<file path="src/rtl/mpva_pkg.sv">
// Shared constants, types and codes of the polyphonic voice allocator.
package mpva_pkg;

    localparam int VOICES     = 16;
    localparam int HELD_DEPTH = 128;
    localparam int KEYS       = 128;

    localparam int VI_W  = $clog2(VOICES);
    localparam int PTR_W = $clog2(VOICES + 1);
    localparam int HA_W  = $clog2(HELD_DEPTH);
    localparam int CNT_W = $clog2(HELD_DEPTH + 1);
    localparam int KEY_W = 7;

    localparam logic [3:0]       REQ_NOTE_OFF   = 4'h8;
    localparam logic [3:0]       REQ_NOTE_ON    = 4'h9;
    localparam logic [3:0]       REQ_AFTERTOUCH = 4'hA;
    localparam logic [3:0]       REQ_CONTROL    = 4'hB;
    localparam logic [KEY_W-1:0] CC_SUSTAIN     = 7'h40;
    localparam logic [KEY_W-1:0] PEDAL_THRESH   = 7'd64;
    localparam logic [KEY_W-1:0] NOTE_RESET     = 7'd60;
    localparam logic [PTR_W-1:0] PTR_NONE       = PTR_W'(VOICES);

    localparam logic [2:0] MODE_REG_RESET = 3'd2;
    localparam logic [2:0] MODE_REG_MAX   = 3'd4;

    typedef enum logic [2:0] {
        MODE_ROTATE   = 3'd0,
        MODE_REUSE    = 3'd1,
        MODE_RESET    = 3'd2,
        MODE_REASSIGN = 3'd3,
        MODE_UNISON   = 3'd4
    } mode_t;

    typedef enum logic [4:0] {
        OP_NONE, OP_ACCEPT, OP_PRESS, OP_PEDAL_ON,
        OP_RM_RD, OP_RM_CMP, OP_SH_RD, OP_SH_WR, OP_SH_END,
        OP_SP_RD, OP_SPK_WR, OP_SPF_WR, OP_UNI_RD, OP_UNI_WR,
        OP_RV_CHK, OP_RV_POP, OP_PR_START, OP_PR_CHK, OP_PR_POP,
        OP_OUT_RD, OP_OUT_LD
    } op_t;

    typedef enum logic [4:0] {
        ST_IDLE, ST_PRESS, ST_PEDAL_ON,
        ST_RM_RD, ST_RM_CMP, ST_SH_RD, ST_SH_WR, ST_SH_END, ST_REL,
        ST_SPK_RD, ST_SPK_WR, ST_SPF_RD, ST_SPF_WR, ST_UNI_RD, ST_UNI_WR,
        ST_RV_CHK, ST_RV_POP, ST_PR_START, ST_PR_CHK, ST_PR_POP,
        ST_OUT_RD, ST_OUT_LD
    } state_t;

    typedef struct packed {
        logic scan_more;
        logic match;
        logic shift_more;
        logic count_zero;
        logic voice_last;
        logic pop_cond;
        logic out_free;
    } status_t;

endpackage

</file>
<file path="src/rtl/mpva_ctrl.sv">
// Controller: sequences each message through the datapath operations.
module mpva_ctrl (
    input  logic                clk,
    input  logic                rst_n,
    input  mpva_pkg::mode_t     mode,
    input  logic                in_valid,
    input  logic [3:0]          req_type,
    input  logic [6:0]          key_number,
    input  logic [6:0]          data_value,
    input  mpva_pkg::status_t   status,
    output logic                in_ready,
    output mpva_pkg::op_t       cmd
);
    import mpva_pkg::*;

    state_t state_reg, state_next;

    always_ff @(posedge clk or negedge rst_n)
    begin
        if (!rst_n)
        begin
            state_reg <= ST_IDLE;
        end
        else
        begin
            state_reg <= state_next;
        end
    end

    always_comb
    begin
        state_next = state_reg;
        unique case (state_reg)
            ST_IDLE:
            begin
                if (in_valid)
                begin
                    priority if (req_type == REQ_NOTE_OFF)
                    begin
                        state_next = ST_RM_RD;
                    end
                    else if (req_type == REQ_NOTE_ON)
                    begin
                        state_next = (data_value != '0) ? ST_PRESS : ST_RM_RD;
                    end
                    else if (req_type == REQ_CONTROL && key_number == CC_SUSTAIN)
                    begin
                        state_next = (data_value >= PEDAL_THRESH) ? ST_PEDAL_ON : ST_PR_START;
                    end
                    else
                    begin
                        state_next = ST_OUT_RD;
                    end
                end
            end
            ST_PRESS, ST_PEDAL_ON, ST_UNI_WR:
            begin
                state_next = ST_OUT_RD;
            end
            ST_RM_RD:
            begin
                state_next = status.scan_more ? ST_RM_CMP : ST_REL;
            end
            ST_RM_CMP:
            begin
                state_next = status.match ? ST_SH_RD : ST_RM_RD;
            end
            ST_SH_RD:
            begin
                state_next = status.shift_more ? ST_SH_WR : ST_SH_END;
            end
            ST_SH_WR:
            begin
                state_next = ST_SH_RD;
            end
            ST_SH_END:
            begin
                state_next = ST_REL;
            end
            ST_REL:
            begin
                priority if (mode == MODE_REASSIGN)
                begin
                    state_next = ST_SPK_RD;
                end
                else if (mode == MODE_UNISON)
                begin
                    state_next = ST_UNI_RD;
                end
                else
                begin
                    state_next = ST_RV_CHK;
                end
            end
            ST_SPK_RD:
            begin
                state_next = ST_SPK_WR;
            end
            ST_SPK_WR:
            begin
                state_next = status.voice_last ? ST_OUT_RD : ST_SPK_RD;
            end
            ST_SPF_RD:
            begin
                state_next = ST_SPF_WR;
            end
            ST_SPF_WR:
            begin
                state_next = status.voice_last ? ST_OUT_RD : ST_SPF_RD;
            end
            ST_UNI_RD:
            begin
                state_next = ST_UNI_WR;
            end
            ST_RV_CHK:
            begin
                priority if (status.pop_cond)
                begin
                    state_next = ST_RV_POP;
                end
                else if (status.voice_last)
                begin
                    state_next = ST_OUT_RD;
                end
            end
            ST_RV_POP:
            begin
                state_next = status.voice_last ? ST_OUT_RD : ST_RV_CHK;
            end
            ST_PR_START:
            begin
                priority if (mode == MODE_REASSIGN)
                begin
                    state_next = ST_SPF_RD;
                end
                else if (mode == MODE_UNISON)
                begin
                    state_next = ST_OUT_RD;
                end
                else
                begin
                    state_next = ST_PR_CHK;
                end
            end
            ST_PR_CHK:
            begin
                priority if (!status.count_zero)
                begin
                    state_next = ST_PR_POP;
                end
                else if (status.voice_last)
                begin
                    state_next = ST_OUT_RD;
                end
            end
            ST_PR_POP:
            begin
                state_next = status.voice_last ? ST_OUT_RD : ST_PR_CHK;
            end
            ST_OUT_RD:
            begin
                state_next = ST_OUT_LD;
            end
            ST_OUT_LD:
            begin
                if (status.out_free)
                begin
                    state_next = status.voice_last ? ST_IDLE : ST_OUT_RD;
                end
            end
            default:
            begin
                state_next = ST_IDLE;
            end
        endcase
    end

    always_comb
    begin
        in_ready = 1'b0;
        cmd = OP_NONE;
        unique case (state_reg)
            ST_IDLE:
            begin
                in_ready = 1'b1;
                cmd = in_valid ? OP_ACCEPT : OP_NONE;
            end
            ST_PRESS:    cmd = OP_PRESS;
            ST_PEDAL_ON: cmd = OP_PEDAL_ON;
            ST_RM_RD:    cmd = OP_RM_RD;
            ST_RM_CMP:   cmd = OP_RM_CMP;
            ST_SH_RD:    cmd = OP_SH_RD;
            ST_SH_WR:    cmd = OP_SH_WR;
            ST_SH_END:   cmd = OP_SH_END;
            ST_REL:      cmd = OP_NONE;
            ST_SPK_RD:   cmd = OP_SP_RD;
            ST_SPK_WR:   cmd = OP_SPK_WR;
            ST_SPF_RD:   cmd = OP_SP_RD;
            ST_SPF_WR:   cmd = OP_SPF_WR;
            ST_UNI_RD:   cmd = OP_UNI_RD;
            ST_UNI_WR:   cmd = OP_UNI_WR;
            ST_RV_CHK:   cmd = OP_RV_CHK;
            ST_RV_POP:   cmd = OP_RV_POP;
            ST_PR_START: cmd = OP_PR_START;
            ST_PR_CHK:   cmd = OP_PR_CHK;
            ST_PR_POP:   cmd = OP_PR_POP;
            ST_OUT_RD:   cmd = OP_OUT_RD;
            ST_OUT_LD:   cmd = OP_OUT_LD;
            default:     cmd = OP_NONE;
        endcase
    end

endmodule

</file>
<file path="config.mk">
export PLATFORM = sky130hd
export DESIGN_NAME = mpva_ctrl
export DESIGN_NICKNAME = d
export VERILOG_FILES = /design/src/rtl/mpva_pkg.sv /design/src/rtl/mpva_ctrl.sv
export SDC_FILE = /design/constraint.sdc
export NUM_CORES = 1
export LEC_CHECK = 0
export BUFFER_PORTS_ARGS = -buffer_cell sky130_fd_sc_hd__buf_2
export CAP_MARGIN = 10
export CORE_MARGIN = 1.5
export CORE_UTILIZATION = 35
export CTS_BUF_LIST = sky130_fd_sc_hd__clkbuf_4
export CTS_CLUSTER_DIAMETER = 150
export DETAILED_ROUTE_END_ITERATION = 7
export GPL_TIMING_DRIVEN = 0
export PLACE_DENSITY = 0.72
export SLEW_MARGIN = 20
export SYNTH_ARGS = -nofsm -noshare
export SYNTH_HDL_FRONTEND = slang
export SYNTH_SLANG_ARGS = --single-unit
</file>
<file path="constraint.sdc">
create_clock -name clk -period 3.1 [get_ports clk]
set_clock_uncertainty 0.05 [all_clocks]
set_input_delay 0 -clock clk [delete_from_list [all_inputs] [get_ports clk]]
set_output_delay 0 -clock clk [all_outputs]
set_load 0.01 [all_outputs]
</file>
==> qor_table.md <==
| Quantity | This run | Unit |
|:---|:---|:---|
| Total global-route track usage | 0.230 | - |
| Number of antenna diodes | 0 | - |
| Largest net degree at the start of global routing | 11 | - |
| Detailed Place HPWL | 2.41 | mm |
| Cell depth of the worst min-delay path | 4 | - |
| Fraction of the yosys area taken by sequential cells | 0.132 | - |
| Most used DFF post-synth | dfrtp_1 | - |
| Power density over the cells | 886 | nW/µm² |
| FF-to-FF setup slack | 1150 | ps |
| Post-Layout Inst Area | 1200 | µm² |
| Proportion of power drawn by combinational gates | 0.809 | - |
| Maximum net fanout on the critical path | 10 | - |
| Class of the most critical setup path | reg2out | - |
| Clock slew at reported path FFs | 40 | ps |
| Number of instances in the placed design | 206 | - |
| Fraction of the cycle the final worst path needs | 0.640 | - |
| Setup_tns | 0 | ps |
| Aggregate routed wire length | 3.03 | mm |
| Post-route non-filler standard cell count | 211 | - |
| Number of H-tree levels | 1 | - |
| Largest register FFs | 5 | - |
| Final layout net count | 213 | - |
| Sequential Area | 125 | µm² |
| Endpoints failing hold | 0 | - |
| Area fraction of the dominant cell type after synthesis | 0.132 | - |
| Destination of the worst register-to-register timing path | state_reg[1] | - |
| Cell taking the most area after synthesis | dfrtp_1 | - |
| Via count of the first global-routing pass | 1162 | - |
| Number of placement rows | 18 | - |
| Post-route DRC | 0 | - |
| Clk network pwr share | 0.081 | - |
| Count of pins on the block boundary | 37 | - |
| Number of enable flip-flop cells after synthesis | 0 | - |
| CTS tree | built | - |
| TritonCTS sink count | 5 | - |
| Commonest cells after routing, fill and taps aside | buf_2 (41), nand2_1 (13), nor2_1 (11), o21ai_0 (11), inv_1 (10) | - |
| Worst path required time | 3050 | ps |
| Clock tree buffer depth | 2 | - |
| Clock buffers created by TritonCTS | 3 | - |
| Count of pins over their slew limit | 0 | - |
| Switching power | 570 | µW |
| Number of post-CTS setup repair buffers | 0 | - |
| Cell-internal power | 492 | µW |
| Endpoint of the worst hold-timing path | state_reg[0] | - |
| Fraction of power consumed by sequential logic | 0.110 | - |
| Worst skew pair latency | 250 | ps |
| Relative slew slack | 0.548 | - |
| Max_cap viols | 0 | - |
| Count of port buffers added during placement | 35 | - |
| Endpoint arrival time on the critical path | 1930 | ps |
| Core area | 2520 | µm² |
| Type of the most critical hold path | in2reg | - |
| Crit path launch type | flop | - |
| Most common cell after layout, fill and taps aside | buf_2 | - |
| Proportion of total power due to net switching | 0.537 | - |
| Area of the multi-input gates | 712 | µm² |
| First-pass detailed-route iteration total | 4 | - |
| Flops & latches, synth | 5 | - |
| Status | completed | - |
| Area grow syn2layout | 26.7 | % |
| Final number of setup-violating endpoints | 0 | - |
| Max Freq | 0.504 | GHz |
| Start point of the worst hold path | status[0] | - |
| Synthesized area | 946 | µm² |
| Cells after synthesis | 141 | - |
| Transition time at the pin with the least slew margin | 671 | ps |
| Remaining antenna violation count | 0 | - |
| Die area | 3020 | µm² |
| Number of fill cells | 268 | - |
| Final core utilization | 0.475 | - |
| Peak supply drop | 0.430 | mV |
| Number of design-rule violations left by the first detailed-router iteration | 84 | - |
| Routed vias/inst | 6.11 | - |
| Horizontal extent of the die | 55.0 | µm |
| Synth async-reset ratio | 1.00 | - |
| RSZ-0062 raised after global routing | no | - |
| Min Clock Period, post-route | 1980 | ps |
| Largest cells by area after synthesis | dfrtp_1 (13%), o21ai_0 (5.8%), nand2_1 (5.2%), nor2_1 (4.4%), a21oi_1 (4.2%) | - |
| Number of nets in the synthesized netlist | 172 | - |
| Die Ht | 55.0 | µm |
| Post-layout power | 1060 | µW |
| Routability cong. | 0.947 | - |
| Aggregate global routing overflow | 0 | - |
| Distinct cell type count of the synthesized netlist | 49 | - |
| Average cell area after synthesis | 6.71 | µm² |
| Starting density of the core | 0.375 | - |
| Crit. End Element | primary output | - |
| Root buffer cell | clkbuf_4 | - |
| Pleak | 0.000497 | µW |
| Routed via count | 1289 | - |
| Depth of the worst register-to-register path | 6 | - |
| Wire length of the first global-routing pass | 5.01 | mm |
| Routed WL per cell | 14.3 | µm |
| Number of warnings printed during yosys synthesis | 0 | - |
| Number of antenna violations at the first check in global routing | 0 | - |
| FF-to-FF Start | state_reg[0] | - |
| Instance area at placement | 1160 | µm² |
| Share of final-layout standard cells stronger than drive strength 1 | 0.293 | - |
-- what timing repair did --
| action | CTS | global route |
|---|---|---|
| gates resized for setup | 0 | 0 |
| endpoints found under the hold margin | 5 | 0 |
| setup endpoints to repair | 0 | 0 |
| hold buffers | 1 | 0 |
-- metal layers --
layer | part of all wire | up-vias | global-route usage
li1 | - | 615 | -
met1 | 0.41 | 580 | 0.289
met2 | 0.49 | 88 | 0.407
met3 | 0.094 | 6 | 0.0296
met4 | 0.012 | 0 | 0.0732
met5 | 0 | - | 0
-- power groups by stage --
stage | Clock [µW] | Sequential [µW] | Combinational [µW]
2_1_floorplan | 0 | 111 | 619
3_3_place_gp | 0 | 117 | 837
3_5_place_dp | 0 | 119 | 840
4_1_cts | 84.3 | 118 | 845
5_1_grt | 87.3 | 121 | 948
6_report | 86.1 | 117 | 858
-- cells in the mapped netlist, drive strengths merged, types with 2 or more instances --
cell type,count
nor2b,4
clkbuf,4
a31oi,5
nor4,3
a2111oi,3
a211oi,2
nand3,2
o31ai,2
o22ai,5
nor3,6
nor2,11
o21ai,11
or2,2
nor4b,3
a41oi,2
dfrtp,5
inv,11
nand2,13
a22oi,3
nand2b,5
buf,8
nand4b,2
a21oi,8
-- critical path, cell delays in order (launching register included) --
cell      delay (ps)
dfrtp_1          340
clkbuf_1         330
buf_2            300
xor2_1           210
nor2_1            70
a221oi_1         190
o21ai_0          100
buf_2            150
-- layout make-up --
class,instances,area share
multi-input combinational,113,0.594
timing repair buffer,36,0.154
sequential,5,0.104
buffer,12,0.0564
inverter,11,0.0344
tap,30,0.0313
clock buffer,4,0.0251
-- how the worst max path moves through the flow --
stage                            start           end
after floorplan           state_reg[2]  state_reg[2]
after global placement    state_reg[0]  state_reg[1]
after detailed placement  state_reg[0]  state_reg[1]
after CTS                 state_reg[0]        cmd[1]
after global routing      state_reg[0]        cmd[1]
final                     state_reg[0]        cmd[1]
-- metrics by stage --
step	hold slack (ps)	setup slack (ps)
final	29.0	1120
after global routing	77.2	898
after floorplan	-346	1360
after CTS	32.4	1150
after detailed placement	-236	1200
after global placement	-240	1190
-- cells by family (layout without fill, tap and decap cells) --
| family | count (synthesis) | in the layout | synth area share |
|---|---|---|---|
| AOI/OAI and AO/OA | 56 | 56 | 0.417 |
| xor gates and xnor gates | 1 | 1 | 0.00926 |
| buffers and inverters | 23 | 63 | 0.115 |
| DFF | 5 | 5 | 0.132 |
| and+or+nand+nor | 56 | 56 | 0.327 |
Power figures use the tool's default switching activity.
